## src/sv/mcpwm_pkg.sv

```systemverilog
`default_nettype none
package mcpwm_pkg;

  localparam int NumLeds    = 16;
  localparam int IdxW       = (NumLeds > 1) ? $clog2(NumLeds) : 1;
  localparam int LedIndexW  = 4;
  localparam int BrightW    = 8;
  localparam int CountW     = 8;

  localparam logic [CountW-1:0] CountTopReset = 8'd64;

  localparam logic KindTick  = 1'b0;
  localparam logic KindWrite = 1'b1;

  // controller to datapath
  typedef struct packed {
    logic            wr_en;
    logic            shift_en;
    logic            last;
    logic [IdxW-1:0] idx;
  } cmd_t;

endpackage
`default_nettype wire

```

## src/sv/mcpwm_ctrl.sv

```systemverilog
`default_nettype none
module mcpwm_ctrl (
  input  wire logic            clk_i,
  input  wire logic            rst_ni,
  input  wire logic            start,
  input  wire logic            kind_i,
  output logic                 busy,
  output mcpwm_pkg::cmd_t      cmd_o
);

  typedef enum logic {
    StIdle,
    StShift
  } state_e;

  localparam logic [mcpwm_pkg::IdxW-1:0] LastIdx =
    mcpwm_pkg::IdxW'(mcpwm_pkg::NumLeds - 1);

  state_e                        state_q;
  logic [mcpwm_pkg::IdxW-1:0]    cnt_q;
  logic                          shifting;
  logic                          last;
  logic                          accept;

  assign shifting = (state_q == StShift);
  assign last     = shifting && (cnt_q == LastIdx);
  // the last bit cycle already takes the next request
  assign busy     = shifting && !last;
  assign accept   = start && !busy;

  always_comb begin
    cmd_o.wr_en    = accept && (kind_i == mcpwm_pkg::KindWrite);
    cmd_o.shift_en = shifting;
    cmd_o.last     = last;
    cmd_o.idx      = cnt_q;
  end

  always_ff @(posedge clk_i or negedge rst_ni) begin
    if (!rst_ni) begin
      state_q <= StIdle;
      cnt_q   <= '0;
    end else begin
      priority if (accept && (kind_i == mcpwm_pkg::KindTick)) begin
        state_q <= StShift;
        cnt_q   <= '0;
      end else if (shifting && !last) begin
        cnt_q <= cnt_q + 1'b1;
      end else if (last) begin
        state_q <= StIdle;
      end else begin
        // idle with no tick: hold
        cnt_q <= cnt_q;
      end
    end
  end

endmodule
`default_nettype wire

```

## src/sv/mcpwm_dp.sv

```systemverilog
`default_nettype none
module mcpwm_dp (
  input  wire logic                                clk_i,
  input  wire logic                                rst_ni,
  input  wire mcpwm_pkg::cmd_t                     cmd_i,
  input  wire logic [mcpwm_pkg::LedIndexW-1:0]     led_index_i,
  input  wire logic [mcpwm_pkg::BrightW-1:0]       brightness_i,
  input  wire logic                                cfg_we_i,
  input  wire logic [mcpwm_pkg::CountW-1:0]        cfg_data_i,
  output logic                                     strobe_o,
  output logic                                     led_bit_o,
  output logic                                     latch_o
);

  logic [mcpwm_pkg::BrightW-1:0] store_q [mcpwm_pkg::NumLeds];
  logic [mcpwm_pkg::CountW-1:0]  count_q;
  logic [mcpwm_pkg::CountW-1:0]  top_q;
  logic                          strobe_q;
  logic                          bit_q;
  logic                          latch_q;
  logic                          idx_ok;
  logic [mcpwm_pkg::IdxW-1:0]    wr_addr;
  logic [mcpwm_pkg::BrightW-1:0] rd_val;

  // writes to LEDs that do not exist are dropped
  assign idx_ok  = (32'(led_index_i) < 32'(mcpwm_pkg::NumLeds));
  assign wr_addr = mcpwm_pkg::IdxW'(led_index_i);
  assign rd_val  = store_q[cmd_i.idx];

  always_ff @(posedge clk_i or negedge rst_ni) begin
    if (!rst_ni) begin
      for (int i = 0; i < mcpwm_pkg::NumLeds; i++) begin
        store_q[i] <= '0;
      end
      count_q  <= '0;
      top_q    <= mcpwm_pkg::CountTopReset;
      strobe_q <= 1'b0;
    end else begin
      if (cmd_i.wr_en && idx_ok) begin
        store_q[wr_addr] <= brightness_i;
      end
      if (cfg_we_i) begin
        top_q <= cfg_data_i;
      end
      if (cmd_i.last) begin
        count_q <= (count_q < top_q) ? count_q + 1'b1 : '0;
      end
      strobe_q <= cmd_i.shift_en;
    end
  end

  always_ff @(posedge clk_i) begin
    if (cmd_i.shift_en) begin
      bit_q   <= (rd_val > count_q);
      latch_q <= cmd_i.last;
    end
  end

  assign strobe_o  = strobe_q;
  assign led_bit_o = bit_q;
  assign latch_o   = latch_q;

endmodule
`default_nettype wire

```

## src/sv/multichannel_pwm_serial_led_driver.sv

```systemverilog
// tick request: first bit via controller state and strobe registers, one bit per cycle
// one bit per LED; the next tick is accepted in the last bit cycle of a frame
// write request: does not raise busy, no result, next request accepted the cycle after
// results cannot be stalled; each bit shows for exactly one cycle with strobe_o
// async active-low reset clears brightness store, pwm count and sets count top to 64
`default_nettype none
module multichannel_pwm_serial_led_driver (
  input  wire logic                              clk_i,
  input  wire logic                              rst_ni,
  input  wire logic                              start,
  output logic                                   busy,
  input  wire logic                              kind_i,
  input  wire logic [mcpwm_pkg::LedIndexW-1:0]   led_index_i,
  input  wire logic [mcpwm_pkg::BrightW-1:0]     brightness_i,
  output logic                                   strobe_o,
  output logic                                   led_bit_o,
  output logic                                   latch_o,
  input  wire logic                              cfg_valid_i,
  output logic                                   cfg_ready_o,
  input  wire logic [mcpwm_pkg::CountW-1:0]      cfg_data_i
);

  mcpwm_pkg::cmd_t cmd;

  assign cfg_ready_o = !busy;

  mcpwm_ctrl u_ctrl (
    .clk_i  (clk_i),
    .rst_ni (rst_ni),
    .start  (start),
    .kind_i (kind_i),
    .busy   (busy),
    .cmd_o  (cmd)
  );

  mcpwm_dp u_dp (
    .clk_i        (clk_i),
    .rst_ni       (rst_ni),
    .cmd_i        (cmd),
    .led_index_i  (led_index_i),
    .brightness_i (brightness_i),
    .cfg_we_i     (cfg_valid_i && cfg_ready_o),
    .cfg_data_i   (cfg_data_i),
    .strobe_o     (strobe_o),
    .led_bit_o    (led_bit_o),
    .latch_o      (latch_o)
  );

endmodule
`default_nettype wire

```

## config.mk

```make
export PLATFORM = sky130hd
export DESIGN_NAME = multichannel_pwm_serial_led_driver
export DESIGN_NICKNAME = d
export VERILOG_FILES = /design/src/sv/mcpwm_pkg.sv /design/src/sv/mcpwm_ctrl.sv /design/src/sv/mcpwm_dp.sv /design/src/sv/multichannel_pwm_serial_led_driver.sv
export SDC_FILE = /design/constraint.sdc
export NUM_CORES = 1
export LEC_CHECK = 0
export BUFFER_PORTS_ARGS = -buffer_cell sky130_fd_sc_hd__buf_4
export CAP_MARGIN = 25
export CORE_MARGIN = 1
export CORE_UTILIZATION = 50
export CTS_CLUSTER_DIAMETER = 100
export DETAILED_ROUTE_END_ITERATION = 16
export PLACE_DENSITY = 0.67
export RECOVER_POWER = 25
export SETUP_SLACK_MARGIN = 0.2
export SYNTH_ARGS = -nofsm -noshare
export SYNTH_HDL_FRONTEND = slang
export SYNTH_SLANG_ARGS = --single-unit
export TNS_END_PERCENT = 20
```

## constraint.sdc

```tcl
create_clock -name clk_i -period 3.8 [get_ports clk_i]
set_clock_uncertainty 0.2 [all_clocks]
set_input_delay 1.14 -clock clk_i [delete_from_list [all_inputs] [get_ports clk_i]]
set_output_delay 1.14 -clock clk_i [all_outputs]
set_load 0.05 [all_outputs]
```

==> run metrics, run 1 <==
Yosys warnings 0; f_max 294 MHz; EDFF count, synth 2; most frequent cells in the layout 148 x dfrtp_1, 130 x mux2_2, 38 x buf_4; IO buf count 29; final core occ 59.1%; syn nets 585; Hold Vio Cnt, Final 0; Slowest Stage Delay on Critical Path 0.42 ns; VDD IR max 0.000349 V; power per cell area 714 mW/mm^2; Post-DP Area 0.00774 sq mm; Post-layout nets 614; Post-CTS Setup Bufs 0; mapped cell area 0.00734 sq mm; drt first pass iters 6; Critical Path Sink Type output pin; Via density 5.95; share of layout cells above drive strength 1 40.0%; post-route setup slack 0.402 ns; WL/cell 20.7 microns; post_cts resized 0; Yosys cell types 47; Initial Util 52.0%; chip width 123 microns; Root Buffer clkbuf_16; area of the multi-input gates 0.00330 sq mm; Hold Crit Class register to register; Avg Cell Area, Syn 13.5 sq um; worst-path cell chain buf_12 -> ha_1 -> nand3_1 -> nand2_2 -> inv_4 -> buf_4; total number of H-tree levels 4; Seq/Total Area, Yosys 52.0%; CP Launch Type register; ys flop type dfrtp_1; gr usage total 23.5%; cell leakage power 3.96 nW; post-DP HPWL 11100 microns; vias in the first global route 4748; fraction of registers with async set/reset 98.7%; final WL 15900 microns; crit path max-delay cell type dfrtp_2; RSZ-0062 raised after global routing false; largest net degree at the start of global routing 78; final setup violation count 0; dpl ws 0.736 ns; Sequential Area 0.00382 sq mm; setup tns final 0 ns; final instance area 0.00833 sq mm; hold_ws 0.301 ns; max_slew headroom -32.3%; CTS Buf Count 17; first-pass GRT wire length 25700 microns; Die Area 0.0152 sq mm; area of the core 0.0141 sq mm; actual slew at the worst max-slew pin 1.98 ns; Area Growth Syn to Fin 13.6%; CTS sink count 152; gp weighted congestion 0.796; Die H 123 microns; Top Ports 30; period utilization 89.4%; Fill cells 1137; commonest non-fill, non-tap cell in the layout dfrtp_1; failing checks capacitance limit, slew limit; clk slew on worst S/H paths 0.06 ns; fin crit period 3.40 ns; std cell rows 43; max-cap violations 1; Post-CTS Hold Buffers 0; status finished with violations; CP max FO 42; Slew Limit Fails 78; kind of critical path register to output pin; CTS tree yes; Cells after Synth 543; #FFs+latches synth 152; crit path DAT 2.06 ns; clk buf depth 2; via count 4549; Ant. Diodes 0; # DRC 0; initial DRC count 281; critical path required time 2.46 ns; Overflow after GRT 0; ANT nets after route 0; initial antenna violation count 0; later-pin clock latency in the skew report 0.43 ns
critical path, delay by kind of cell, from the launching register on:
kind / cells / cell delay, ns
buffers and inverters: 3 / 0.65
flip-flops: 1 / 0.42
AND/OR/NAND/NOR: 2 / 0.29
adder cells (fa/ha/maj): 1 / 0.27
power breakdown:
group	internal (mW)	switching (mW)	total, mW
Sequential	2.02	0.219	2.23
Combinational	0.905	1.07	1.98
Clock	1.11	0.630	1.74
routing by layer:
metal	part of all wire (%)	wire, microns	vias up	GRT usage [%]
met5	0	0	-	0
met4	2.2	342	0	10.1
met3	3.1	496	27	5.35
met2	50	7890	89	38.5
met1	45	7140	2367	29.8
li1	-	-	2066	-
worst paths after layout:
check	start	end	slack [ns]	cells after the start
max in group asynchronous	rst_ni	u_ctrl.cnt_q[0]$_DFFE_PN0P_	1.06	1
min in group asynchronous	rst_ni	u_dp.store_q[8]$_DFFE_PN0P_	1.05	1
min	u_dp.store_q[45]$_DFFE_PN0P_	u_dp.store_q[45]$_DFFE_PN0P_	0.30	1
min reg2reg	u_dp.store_q[45]$_DFFE_PN0P_	u_dp.store_q[45]$_DFFE_PN0P_	0.30	1
max reg2reg	u_ctrl.cnt_q[3]$_DFFE_PN0P_	u_dp.led_bit_o$_DFFE_PP_	0.76	10
max	u_ctrl.cnt_q[0]$_DFFE_PN0P_	busy	0.40	6
stage by stage:
step,cells,power [mW]
3_3_place_gp,733,4.16
3_5_place_dp,733,4.25
4_1_cts,765,6.00
5_1_grt,765,6.29
2_1_floorplan,543,3.67
6_report,765,5.95
synthesized netlist by cell type (6+ instances only):
| master | count | share of area [%] |
|---|---|---|
| buf_2 | 12 | 0.82 |
| nor2_2 | 8 | 0.68 |
| dfrtp_1 | 149 | 51 |
| nor2_1 | 6 | 0.31 |
| ha_1 | 17 | 2.9 |
| clkbuf_1 | 15 | 0.77 |
| a22oi_1 | 7 | 0.72 |
| inv_1 | 15 | 0.77 |
| nand2_1 | 25 | 1.3 |
| mux2i_1 | 32 | 4.4 |
| o21ai_0 | 21 | 1.4 |
| mux4_2 | 16 | 4.9 |
| nand3_1 | 6 | 0.41 |
| mux2_2 | 130 | 20 |
| a221oi_1 | 17 | 2.0 |
logic make-up (layout without fill, tap and decap cells):
| group | count (synthesis) | after routing | share of synthesized area [%] |
|---|---|---|---|
| and+or+nand+nor | 78 | 78 | 6.34 |
| muxes | 178 | 178 | 29.2 |
| buffers and inverters | 49 | 91 | 2.95 |
| adders and majority gates | 17 | 17 | 2.90 |
| DFF | 152 | 152 | 52.0 |
| xor gates and xnor gates | 1 | 1 | 0.119 |
| AOI/OAI and AO/OA | 68 | 68 | 6.45 |
flip-flops by register name (all words and copies together), names as in the netlist:
register         count
u_ctrl.shifting      1
u_dp.led_bit_o       1
u_dp.store_q       128
u_dp.count_q         8
u_dp.latch_o         1
u_dp.top_q           8
u_dp.strobe_o        1
u_ctrl.cnt_q         4
final cells by class:
type                            count  area share (%)
Clock buffer                       22            5.45
Clock inverter                     10            1.80
Inverter                           18           0.841
Multi-Input combinational cell    342            39.6
Sequential cell                   152            45.8
Tap cell                          180            2.70
Timing Repair Buffer               41            3.77
(Power assumes the default switching activity.)
==> run 2: changes to the inputs <==
--- a/config.mk
+++ b/config.mk
@@ -7,6 +7,7 @@
 export LEC_CHECK = 0
 export BUFFER_PORTS_ARGS = -buffer_cell sky130_fd_sc_hd__buf_4
 export CAP_MARGIN = 25
+export CORE_ASPECT_RATIO = 2
 export CORE_MARGIN = 1
 export CORE_UTILIZATION = 50
 export CTS_CLUSTER_DIAMETER = 100
==> run metrics, run 2 (same netlist as run 1, synthesis figures left out) <==
fin crit period 3.43 ns (+0.0323 ns); Sw Pwr 1.95 mW (+1.1%); gr usage total 23.2% (-0.26 points); Largest Register u_dp.store_q; final instance area 0.00833 sq mm (about the same); Ant. Diodes 0 (unchanged); largest net degree at the start of global routing 90 (+15%); largest registers u_dp.store_q: 128 flops, u_dp.count_q: 8 flops, u_dp.top_q: 8 flops; initial antenna violation count 0 (unchanged); metal2 WL 9160 microns (+16%); chip width 87.7 microns (-29%); ANT nets after route 0 (unchanged); IO buf count 29 (unchanged); Pint 3.90 mW (-3.1%); Comb pwr share 32.6% (-0.6 points); share of layout cells above drive strength 1 40.1% (+0.14 points); drt first pass iters 4 (-2); Clock Power Share 28.1% (-1.1 points); later-pin clock latency in the skew report 0.42 ns (about the same); status finished, final reports clean; Via density 5.79 (-2.5%); max reg flops 128 (unchanged); initial DRC count 176 (-37%); post_cts resized 0 (unchanged); Initial Util 51.1% (-0.93 points); # DRC 0 (unchanged); Hold Vio Cnt, Final 0 (unchanged); Post-CTS Hold Buffers 0 (unchanged); cell leakage power 3.94 nW (-0.61%); std cell rows 62 (+44%); hold path depth 1 (unchanged); WL/cell 20.8 microns (+0.34%); RSZ-0062 raised after global routing false; max_slew headroom 44.0% (+76 points); clk buf depth 2 (unchanged); Critical Path Sink Type output pin; CTS sink count 152 (unchanged); max-cap violations 0 (-1); Overflow after GRT 0 (unchanged); post-DP HPWL 11700 microns (+5.1%); setup tns final 0 ns (unchanged); Worst R2R Path Depth 10 (unchanged); Highest Signal Layer met4; final setup violation count 0 (unchanged); Layout Cells excl Fill 775 (+1.3%); Post-layout nets 612 (-0.33%); total number of H-tree levels 4 (unchanged); Switching Share 33.3% (+0.95 points); Die Area 0.0152 sq mm (+0.20%); Slew Limit Fails 0 (-100%); Hold Crit Class register to register; crit path DAT 2.09 ns (+0.03 ns); CTS Buf Count 17 (unchanged); first-pass GRT wire length 26000 microns (+0.94%); critical path required time 2.46 ns (about the same); CTS tree yes; power per cell area 702 mW/mm^2 (-1.7%); Top Ports 30 (unchanged); vias in the first global route 4891 (+3.0%); most frequent cells in the layout 148 x dfrtp_1, 130 x mux2_2, 36 x buf_4; f_max 291 MHz (-0.94%); CP max FO 18 (-57%); Area Growth Syn to Fin 13.6% (about the same); metal3 WL 385 microns (-22%); dpl ws 0.677 ns (-0.0587 ns); Die H 173 microns (+41%); period utilization 90.3% (+0.85 points); final WL 16100 microns (+1.7%); Post-DP Area 0.00775 sq mm (+0.16%); commonest non-fill, non-tap cell in the layout dfrtp_1; CP Launch Type register; post-route setup slack 0.369 ns (-0.0323 ns); dpl cells 743 (+1.4%); via count 4491 (-1.3%); Post-CTS Setup Bufs 0 (unchanged); wl on met1 6020 microns (-16%); area of the core 0.0144 sq mm (+1.8%); VDD IR max 0.000448 V (+28%); clk slew on worst S/H paths 0.06 ns (about the same); Sequential Power Share 39.3% (+1.8 points); Root Buffer clkbuf_16; actual slew at the worst max-slew pin 0.840 ns (-1.14 ns); kind of critical path register to output pin; gp weighted congestion 0.809 (+1.7%)
## run 2: area by class of cell
class                   instances  area [sq um]
clock buffers                  21           450
clock inverters                11           125
fillers                      1153          6020
inverters                      18          70.1
multi-input cells             342          3300
flip-flops and latches        152          3820
well taps                     192           240
repair buffers                 39           322
## run 2: critical path, stage by stage, from the launching register on
cell     delay (ns)
dfrtp_4        0.62
ha_1           0.31
nand3_1        0.11
nand2_2        0.19
inv_4          0.21
buf_4          0.23
## run 2: per-layer routing
metal / vias to the layer above / GRT usage, %
met3: 28 / 3.76
met4: 0 / 11.3
met2: 84 / 42.1
met1: 2327 / 25.4
met5: - / 0
li1: 2052 / -
## run 2: path summary, 6_finish.rpt
path                                           endpoint  slack, ns                    startpoint
setup / recovery                                   busy       0.37   u_ctrl.cnt_q[0]$_DFFE_PN0P_
min in group asynchronous     u_dp.top_q[5]$_DFFE_PN0P_       0.59                        rst_ni
hold reg to reg            u_dp.store_q[37]$_DFFE_PN0P_       0.30  u_dp.store_q[37]$_DFFE_PN0P_
max in group asynchronous  u_dp.store_q[69]$_DFFE_PN0P_       2.12                        rst_ni
setup reg to reg               u_dp.led_bit_o$_DFFE_PP_       0.74   u_ctrl.cnt_q[2]$_DFFE_PN0P_
hold / removal             u_dp.store_q[37]$_DFFE_PN0P_       0.30  u_dp.store_q[37]$_DFFE_PN0P_
## run 2: metrics by stage
step	util [%]	hold WS (ns)	power, mW
floorplan	-	0.275	3.67
global placement	54.0	0.284	4.16
detailed placement	54.0	0.290	4.24
CTS	58.0	0.303	5.89
global route	58.0	0.320	6.18
finish	58.0	0.299	5.85
## run 2: power groups by stage
| stage | combinational (mW) | sequential, mW | clock [mW] |
|---|---|---|---|
| 2_1_floorplan | 1.45 | 2.23 | 0 |
| 3_3_place_gp | 1.85 | 2.31 | 0 |
| 3_5_place_dp | 1.91 | 2.33 | 0 |
| 4_1_cts | 1.92 | 2.30 | 1.67 |
| 5_1_grt | 2.09 | 2.35 | 1.74 |
| 6_report | 1.90 | 2.30 | 1.65 |
